<file path="src/sv/jse_pkg.sv">
package jse_pkg;

    typedef enum logic [1:0] {
        KIND_PLAIN   = 2'd0,
        KIND_PAIR    = 2'd1,
        KIND_UNICODE = 2'd2
    } kind_t;

    // One classified item as it waits between front and back.
    // unit holds the unit itself for plain and unicode items,
    // and the character after the backslash for pair items.
    typedef struct packed {
        kind_t       kind;
        logic [15:0] unit;
        logic        string_end;
    } cmd_t;

    typedef struct packed {
        logic full;
        logic empty;
    } q_status_t;

    localparam logic [15:0] CH_BACKSLASH = 16'h005C;
    localparam logic [15:0] CH_SQUOTE    = 16'h0027;
    localparam logic [15:0] CH_DQUOTE    = 16'h0022;
    localparam logic [15:0] CH_BACKTICK  = 16'h0060;
    localparam logic [15:0] CH_DOLLAR    = 16'h0024;
    localparam logic [15:0] CH_LF        = 16'h000A;
    localparam logic [15:0] CH_CR        = 16'h000D;
    localparam logic [15:0] CH_TAB       = 16'h0009;
    localparam logic [15:0] CH_N         = 16'h006E;
    localparam logic [15:0] CH_R         = 16'h0072;
    localparam logic [15:0] CH_T         = 16'h0074;
    localparam logic [15:0] CH_U         = 16'h0075;
    localparam logic [15:0] CH_DIGIT_0   = 16'h0030;
    localparam logic [15:0] CH_DIGIT_9   = 16'h0039;
    localparam logic [15:0] CH_LOWER_A   = 16'h0061;
    localparam logic [15:0] CH_LOWER_F   = 16'h0066;
    localparam logic [15:0] CTRL_LIMIT   = 16'h0020;
    localparam logic [15:0] LINE_SEP     = 16'h2028;
    localparam logic [15:0] PARA_SEP     = 16'h2029;

    // Position within the run of results for one item
    localparam int unsigned STEP_W = 3;
    localparam logic [STEP_W-1:0] STEP_FIRST   = 3'd0;
    localparam logic [STEP_W-1:0] STEP_SECOND  = 3'd1;
    localparam logic [STEP_W-1:0] STEP_HEX_0   = 3'd2;
    localparam logic [STEP_W-1:0] STEP_HEX_1   = 3'd3;
    localparam logic [STEP_W-1:0] STEP_HEX_2   = 3'd4;
    localparam logic [STEP_W-1:0] STEP_HEX_3   = 3'd5;

endpackage

</file>
<file path="src/sv/jse_front.sv">
module jse_front
    import jse_pkg::*;
(
    input  logic [15:0] code_unit,
    input  logic        string_end,
    input  logic        push,
    input  q_status_t   q_status,
    output logic        full,
    output logic        q_wr,
    output cmd_t        q_wr_data
);

    // Classify the incoming unit into the kind of escape it needs
    always_comb
    begin
        q_wr_data.string_end = string_end;
        q_wr_data.unit       = code_unit;
        q_wr_data.kind       = KIND_PLAIN;
        priority if (code_unit == CH_BACKSLASH || code_unit == CH_SQUOTE ||
                     code_unit == CH_DQUOTE || code_unit == CH_BACKTICK ||
                     code_unit == CH_DOLLAR)
        begin
            q_wr_data.kind = KIND_PAIR;
        end
        else if (code_unit == CH_LF)
        begin
            q_wr_data.kind = KIND_PAIR;
            q_wr_data.unit = CH_N;
        end
        else if (code_unit == CH_CR)
        begin
            q_wr_data.kind = KIND_PAIR;
            q_wr_data.unit = CH_R;
        end
        else if (code_unit == CH_TAB)
        begin
            q_wr_data.kind = KIND_PAIR;
            q_wr_data.unit = CH_T;
        end
        else if (code_unit < CTRL_LIMIT || code_unit == LINE_SEP ||
                 code_unit == PARA_SEP)
        begin
            q_wr_data.kind = KIND_UNICODE;
        end
        else
        begin
            q_wr_data.kind = KIND_PLAIN;
        end
    end

    assign full = q_status.full;
    assign q_wr = push && !q_status.full;

endmodule

</file>
<file path="src/sv/jse_queue.sv">
module jse_queue
    import jse_pkg::*;
#(
    parameter int unsigned DEPTH = 4
)
(
    input  logic      clk,
    input  logic      rst_n,
    input  logic      wr,
    input  cmd_t      wr_data,
    input  logic      rd,
    output cmd_t      rd_data,
    output q_status_t status
);

    localparam int unsigned PTR_W = (DEPTH > 1) ? $clog2(DEPTH) : 1;
    localparam int unsigned CNT_W = $clog2(DEPTH + 1);
    localparam logic [PTR_W-1:0] PTR_LAST = PTR_W'(DEPTH - 1);
    localparam logic [CNT_W-1:0] CNT_FULL = CNT_W'(DEPTH);

    cmd_t             slot_reg [DEPTH];
    logic [PTR_W-1:0] wr_ptr_reg, wr_ptr_next;
    logic [PTR_W-1:0] rd_ptr_reg, rd_ptr_next;
    logic [CNT_W-1:0] count_reg, count_next;

    always_comb
    begin
        wr_ptr_next = wr_ptr_reg;
        rd_ptr_next = rd_ptr_reg;
        count_next  = count_reg;
        if (wr)
        begin
            wr_ptr_next = (wr_ptr_reg == PTR_LAST) ? '0 : wr_ptr_reg + 1'b1;
        end
        if (rd)
        begin
            rd_ptr_next = (rd_ptr_reg == PTR_LAST) ? '0 : rd_ptr_reg + 1'b1;
        end
        unique case ({wr, rd})
            2'b10:   count_next = count_reg + 1'b1;
            2'b01:   count_next = count_reg - 1'b1;
            default: count_next = count_reg;
        endcase
    end

    always_ff @(posedge clk or negedge rst_n)
    begin
        if (!rst_n)
        begin
            wr_ptr_reg <= '0;
            rd_ptr_reg <= '0;
            count_reg  <= '0;
        end
        else
        begin
            wr_ptr_reg <= wr_ptr_next;
            rd_ptr_reg <= rd_ptr_next;
            count_reg  <= count_next;
        end
    end

    always_ff @(posedge clk)
    begin
        if (wr)
        begin
            slot_reg[wr_ptr_reg] <= wr_data;
        end
    end

    assign rd_data      = slot_reg[rd_ptr_reg];
    assign status.full  = (count_reg == CNT_FULL);
    assign status.empty = (count_reg == '0);

endmodule

</file>
<file path="src/sv/jse_back.sv">
module jse_back
    import jse_pkg::*;
(
    input  logic        clk,
    input  logic        rst_n,
    input  cmd_t        head,
    input  q_status_t   q_status,
    output logic        q_rd,
    input  logic        pop,
    output logic        empty,
    output logic [15:0] out_unit,
    output logic        run_last,
    output logic        string_done
);

    function automatic logic [15:0] hex_char(input logic [3:0] nib);
        logic [15:0] wide;
        wide = {12'd0, nib};
        return (nib < 4'd10) ? (CH_DIGIT_0 + wide) : (CH_LOWER_A + wide - 16'd10);
    endfunction

    logic [STEP_W-1:0] step_reg, step_next;
    logic              valid_reg, valid_next;
    logic [15:0]       unit_reg;
    logic              last_reg;
    logic              done_reg;

    logic        advance;
    logic        load;
    logic [15:0] cur_unit;
    logic        cur_last;
    logic [3:0]  nib;

    // Output register frees up when empty or being popped
    assign advance = !valid_reg || pop;
    assign load    = advance && !q_status.empty;

    always_comb
    begin
        unique case (step_reg)
            STEP_HEX_0: nib = head.unit[15:12];
            STEP_HEX_1: nib = head.unit[11:8];
            STEP_HEX_2: nib = head.unit[7:4];
            default:    nib = head.unit[3:0];
        endcase
    end

    always_comb
    begin
        cur_unit = head.unit;
        cur_last = 1'b1;
        unique case (head.kind)
            KIND_PAIR:
            begin
                cur_last = (step_reg == STEP_SECOND);
                cur_unit = (step_reg == STEP_FIRST) ? CH_BACKSLASH : head.unit;
            end
            KIND_UNICODE:
            begin
                cur_last = (step_reg == STEP_HEX_3);
                if (step_reg == STEP_FIRST)
                begin
                    cur_unit = CH_BACKSLASH;
                end
                else if (step_reg == STEP_SECOND)
                begin
                    cur_unit = CH_U;
                end
                else
                begin
                    cur_unit = hex_char(nib);
                end
            end
            default:
            begin
                cur_unit = head.unit;
                cur_last = 1'b1;
            end
        endcase
    end

    always_comb
    begin
        step_next  = step_reg;
        valid_next = valid_reg;
        if (load)
        begin
            valid_next = 1'b1;
            step_next  = cur_last ? STEP_FIRST : step_reg + 1'b1;
        end
        else if (pop)
        begin
            valid_next = 1'b0;
        end
    end

    assign q_rd = load && cur_last;

    always_ff @(posedge clk or negedge rst_n)
    begin
        if (!rst_n)
        begin
            step_reg  <= STEP_FIRST;
            valid_reg <= 1'b0;
        end
        else
        begin
            step_reg  <= step_next;
            valid_reg <= valid_next;
        end
    end

    always_ff @(posedge clk)
    begin
        if (load)
        begin
            unit_reg <= cur_unit;
            last_reg <= cur_last;
            done_reg <= cur_last && head.string_end;
        end
    end

    assign empty       = !valid_reg;
    assign out_unit    = unit_reg;
    assign run_last    = last_reg;
    assign string_done = done_reg;

endmodule

</file>
<file path="src/sv/js_string_escaper.sv">
// Escapes UTF-16 text for a JavaScript string literal, one code unit per item.
//
// Input queue port: present code_unit and string_end with push; the item is
// taken at a clock edge where push is high and full is low. full rises only
// when the internal command queue (QUEUE_DEPTH entries) has no free slot.
//
// Result queue port: while empty is low, out_unit, run_last and string_done
// show the oldest result; pop at an edge with empty low takes it. run_last
// marks the final unit of each item's run; string_done is set on that unit
// when the item carried string_end.
//
// A taken item is written into a queue slot, then loaded into the output register,
// which shows its first result. Throughput: while the receiver pops, the back
// sequencer emits one unit per cycle and plain text streams at one item per cycle;
// an item yields 1 unit (plain), 2 units (backslash pair) or 6 units (\uXXXX form).
//
// Reset (rst_n low, asynchronous) drops the queue contents and any result
// waiting at the output. A stalled receiver holds the output register; the
// queue keeps taking items until it fills, then full holds the sender.
module js_string_escaper
    import jse_pkg::*;
#(
    parameter int unsigned QUEUE_DEPTH = 4
)
(
    input  logic        clk,
    input  logic        rst_n,
    input  logic        push,
    output logic        full,
    input  logic [15:0] code_unit,
    input  logic        string_end,
    output logic        empty,
    input  logic        pop,
    output logic [15:0] out_unit,
    output logic        run_last,
    output logic        string_done
);

    cmd_t      q_wr_data;
    cmd_t      q_head;
    q_status_t q_status;
    logic      q_wr;
    logic      q_rd;

    // Front: classify each item as plain, backslash pair or unicode escape
    jse_front u_front (
        .code_unit  (code_unit),
        .string_end (string_end),
        .push       (push),
        .q_status   (q_status),
        .full       (full),
        .q_wr       (q_wr),
        .q_wr_data  (q_wr_data)
    );

    // Hold classified items so front and back can stall on their own
    jse_queue #(
        .DEPTH (QUEUE_DEPTH)
    ) u_queue (
        .clk     (clk),
        .rst_n   (rst_n),
        .wr      (q_wr),
        .wr_data (q_wr_data),
        .rd      (q_rd),
        .rd_data (q_head),
        .status  (q_status)
    );

    // Back: step through the escape sequence, one unit per cycle unless the receiver stalls
    jse_back u_back (
        .clk         (clk),
        .rst_n       (rst_n),
        .head        (q_head),
        .q_status    (q_status),
        .q_rd        (q_rd),
        .pop         (pop),
        .empty       (empty),
        .out_unit    (out_unit),
        .run_last    (run_last),
        .string_done (string_done)
    );

endmodule

</file>
<file path="config.mk">
export PLATFORM = sky130hd
export DESIGN_NAME = js_string_escaper
export DESIGN_NICKNAME = d
export VERILOG_FILES = /design/src/sv/jse_pkg.sv /design/src/sv/jse_front.sv /design/src/sv/jse_queue.sv /design/src/sv/jse_back.sv /design/src/sv/js_string_escaper.sv
export SDC_FILE = /design/constraint.sdc
export NUM_CORES = 1
export LEC_CHECK = 0
export BUFFER_PORTS_ARGS = -buffer_cell sky130_fd_sc_hd__buf_2
export CAP_MARGIN = 25
export CELL_PAD_IN_SITES_DETAIL_PLACEMENT = 0
export CELL_PAD_IN_SITES_GLOBAL_PLACEMENT = 1
export CORE_ASPECT_RATIO = 1.5
export CORE_MARGIN = 2
export CORE_UTILIZATION = 50
export CTS_BUF_LIST = sky130_fd_sc_hd__clkbuf_8 sky130_fd_sc_hd__clkbuf_16
export DETAILED_ROUTE_END_ITERATION = 8
export HOLD_SLACK_MARGIN = 0.15
export PLACE_DENSITY_LB_ADDON = 0.08
export SLEW_MARGIN = 10
export SYNTH_ARGS = -nofsm -noshare
export SYNTH_HDL_FRONTEND = slang
export SYNTH_SLANG_ARGS = --single-unit
export TNS_END_PERCENT = 1
</file>
<file path="constraint.sdc">
create_clock -name clk -period 4.2 [get_ports clk]
set_input_delay 0 -clock clk [delete_from_list [all_inputs] [get_ports clk]]
set_output_delay 0 -clock clk [all_outputs]
set_load 0.05 [all_outputs]
</file>
==> summary.md <==
| Metric | Value |
|---|---|
| Residual DRC | `0` |
| Worst min-delay path class | `in2reg` |
| Number of global-route vias before repair | `2999` |
| Clock power share | `18.1%` |
| NumNets Final | `approximately 440` |
| Grt total ovfl | `0` |
| I/O Buffers | `40` |
| Mapped Cells | `345` |
| Routed WL | `between 9000 and 10000 um` |
| Most Frequent Cell on Critical Path | `ha_1` |
| Die ar. | `about 11000 um2` |
| Mapped cell area | `roughly 4900 um2` |
| Post-route setup TNS | `0 ps` |
| Initial antenna violation count | `0` |
| FMAX | `297 MHz` |
| Layout overhead on the synthesized area | `16.2%` |
| Dpl hpwl | `about 6600 um` |
| Die width | `around 85 um` |
| DRT iter0 DRCs | `~110` |
| Worst-Skew Late Latency | `350 ps` |
| Avg WL per Cell | `18.1 um` |
| Ratio of cells with drive above 1 in the final layout | `22.9%` |
| Period utilization | `around four fifths` |
| Sequential-to-total area share from yosys stat | `~63%` |
| Slowest CP cell | `dfrtp_1` |
| H-Tree Depth | `3` |
| GRT Overall Usage | `a little under a fifth` |
| Pleak | `2.13 nW` |
| Reg area | `approximately 3100 um2` |
| Synth area leader | `edfxtp_1` |
| Psw | `around 1.9 mW` |
| Startpoint Class | `register` |
| Worst IR drop on VDD | `between 0.0005 and 0.0006 V` |
| Tmin final | `about 3400 ps` |
| Int Power | `between 2 and 3 mW` |
| DR vias | `around 2900` |
| Crit path max-delay family | `compound AO/OA/AOI/OAI gates` |
| Vias/cell | `5.49` |
| Net count after synthesis | `382` |
| Max-Cap Viols | `0` |
| Clk_skew | `7.49 ps` |
| Final Max Tran Viols | `0` |
| Synth Flop Type | `edfxtp_1` |
| Seq pwr share | `about a third` |
| Footprint of the multi-input gates | `1650 um2` |
| Synth area leaders | `edfxtp_1 (57%), mux4_2 (6.0%), dfrtp_1 (5.6%), ha_1 (3.8%), nor2b_1 (2.2%)` |
| Diodes inserted | `0` |
| Status | `complete, no violations` |
| EDFF count, synth | `94` |
| Pin count of the biggest net entering global routing | `26` |
| Most frequent cells after synthesis | `edfxtp_1 (94), inv_1 (19), nand2_1 (18), nor2b_1 (17)` |
| Post-synthesis average cell area | `14.2 um2` |
| PostCTS Resize Cnt | `0` |
| Hold Vio Cnt, Final | `0` |
| Core ar. | `around 9600 um2` |
| Switch share | `roughly two fifths` |
| Yosys warning total | `0` |
| Async SR Flop Fraction | `between 10% and 20%` |
| Most common cell in the netlist | `edfxtp_1` |
| Crit-path cells | `buf_4, mux2i_1, o22ai_1, o21ai_1, nand3_1, ha_1, xnor2_1, ha_1, a31o_2, a21boi_1, o31ai_1` |
| Setup Crit Path Kind | `reg2reg` |
| Rows | `44` |
| Worst slew margin | `34.0%` |
| Die extent in y | `about 130 um` |
| Clk root buf | `clkbuf_16` |
| Tightest Pin Transition | `a little under 1000 ps` |
| CTS tree | `done` |
| Util after Layout | `about three fifths` |
| CP max stage delay | `520 ps` |
| Buf/Inv on CP | `1` |
| Num CTS Buffers | `9` |
| Placer Congestion | `a little over 0.8` |
| Routed Antenna Nets | `0` |
| Pre-antenna DRT Iters | `4` |
| Clk sinks | `105` |
| RSZ-0062 raised after global routing | `false` |
| # IOs | `a little over 40` |
| Worst EP arrival | `between 3000 and 4000 ps` |
| Pwr/cell area | `809 nW/um2` |
| Starting density of the core | `51.0%` |
| Worst Path Max Fanout | `21` |
| Maximum root-to-sink buffer count | `2` |
| CP endpoint kind | `register` |
| Global-route wire length before repair | `around 15000 um` |
| Number of fillers in the final layout | `approximately 750` |
| WP data required | `about 4300 ps` |
| Combinational power share | `between 40% and 50%` |
| Yosys cell types | `52` |
| Synthesized flop and latch total | `~110` |
| Final setup vio count | `0` |
| Synth top area share | `57.4%` |
| Max reg flops | `76` |
| Clk pin slew, worst setup/hold paths | `around 80 ps` |
==> metal layers <==
layer  vias up  wire, um  global-route usage [%]
met5         -         0                       0
met1      1413      3880                    21.5
li1       1404         -                       -
met4         0       170                    6.91
met2        40      5200                    34.6
met3        11       196                    3.96
==> final timing paths <==
check	from	end	slack [ps]	depth (start not counted)
hold / removal	code_unit[2]	u_queue.slot_reg[2][2]	170	2
setup reg to reg	u_queue.rd_ptr_reg[0]	u_back.out_unit[3]	830	11
hold reg to reg	u_queue.count_reg[2]	u_queue.count_reg[2]	510	1
max in group asynchronous	rst_n	u_back.step_reg[2]	3130	3
setup / recovery	u_queue.rd_ptr_reg[0]	u_back.out_unit[3]	830	11
min in group asynchronous	rst_n	u_queue.count_reg[0]	700	3
==> through the flow <==
step                cell area [um2]  instances  hold slack, ps  power (mW)  worst slack [ps]
floorplan                      4920        345            -296        3.31              1080
global placement               5190        485            -107        3.78               902
detailed placement             5190        485            -100        3.81               808
CTS                            5700        521             151        4.66               796
global route                   5710        522             200        4.93               513
finish                         5710        522             174        4.62               831
==> power by group through the flow <==
| stage | Combinational [mW] | Clock [mW] | Sequential, mW |
|---|---|---|---|
| 5_1_grt | 2.38 | 0.895 | 1.65 |
| 3_3_place_gp | 2.14 | 0 | 1.64 |
| 6_report | 2.16 | 0.836 | 1.62 |
| 2_1_floorplan | 1.36 | 0 | 1.94 |
| 3_5_place_dp | 2.16 | 0 | 1.65 |
| 4_1_cts | 2.17 | 0.858 | 1.63 |
==> timing repair <==
item	4_1_cts	5_1_grt
buffers inserted	0	0
hold buffers	20	0
hold endpoints to repair	82	0
setup endpoints to repair	0	0
==> area by class of cell <==
type                    instances  share of cell area [%]
clock buffers                   9                    3.94
flip-flops and latches        105                    54.2
clock inverters                 7                    1.40
well taps                     115                    2.52
inverters                      19                    1.25
repair buffers                 65                    7.80
multi-input cells             202                    28.9
==> placed cells by master (no fill, tap or decap), drive strengths merged, types with 9 or more instances in the layout <==
| master | Yosys | layout |
|---|---|---|
| a21oi | 12 | 12 |
| buf | 6 | 45 |
| clkbuf | 13 | 9 |
| dfrtp | 11 | 11 |
| dlygate4sd3 | 0 | 20 |
| edfxtp | 94 | 94 |
| ha | 15 | 15 |
| inv | 19 | 23 |
| mux4 | 15 | 15 |
| nand2 | 19 | 19 |
| nor2 | 16 | 16 |
| nor2b | 17 | 17 |
| o21ai | 13 | 13 |
==> cells by family (layout without fill, tap and decap cells) <==
group,count (synthesis),after routing,share of synthesized area [%]
AOI/OAI and AO/OA,56,56,7.61
adders and majority gates,16,16,4.23
buffers and inverters,38,100,3.44
DFF,105,105,63.0
muxes,29,29,10.0
and+or+nand+nor,97,97,11.0
xor gates and xnor gates,4,4,0.713
Note: power is estimated with default switching activity, not from simulation.
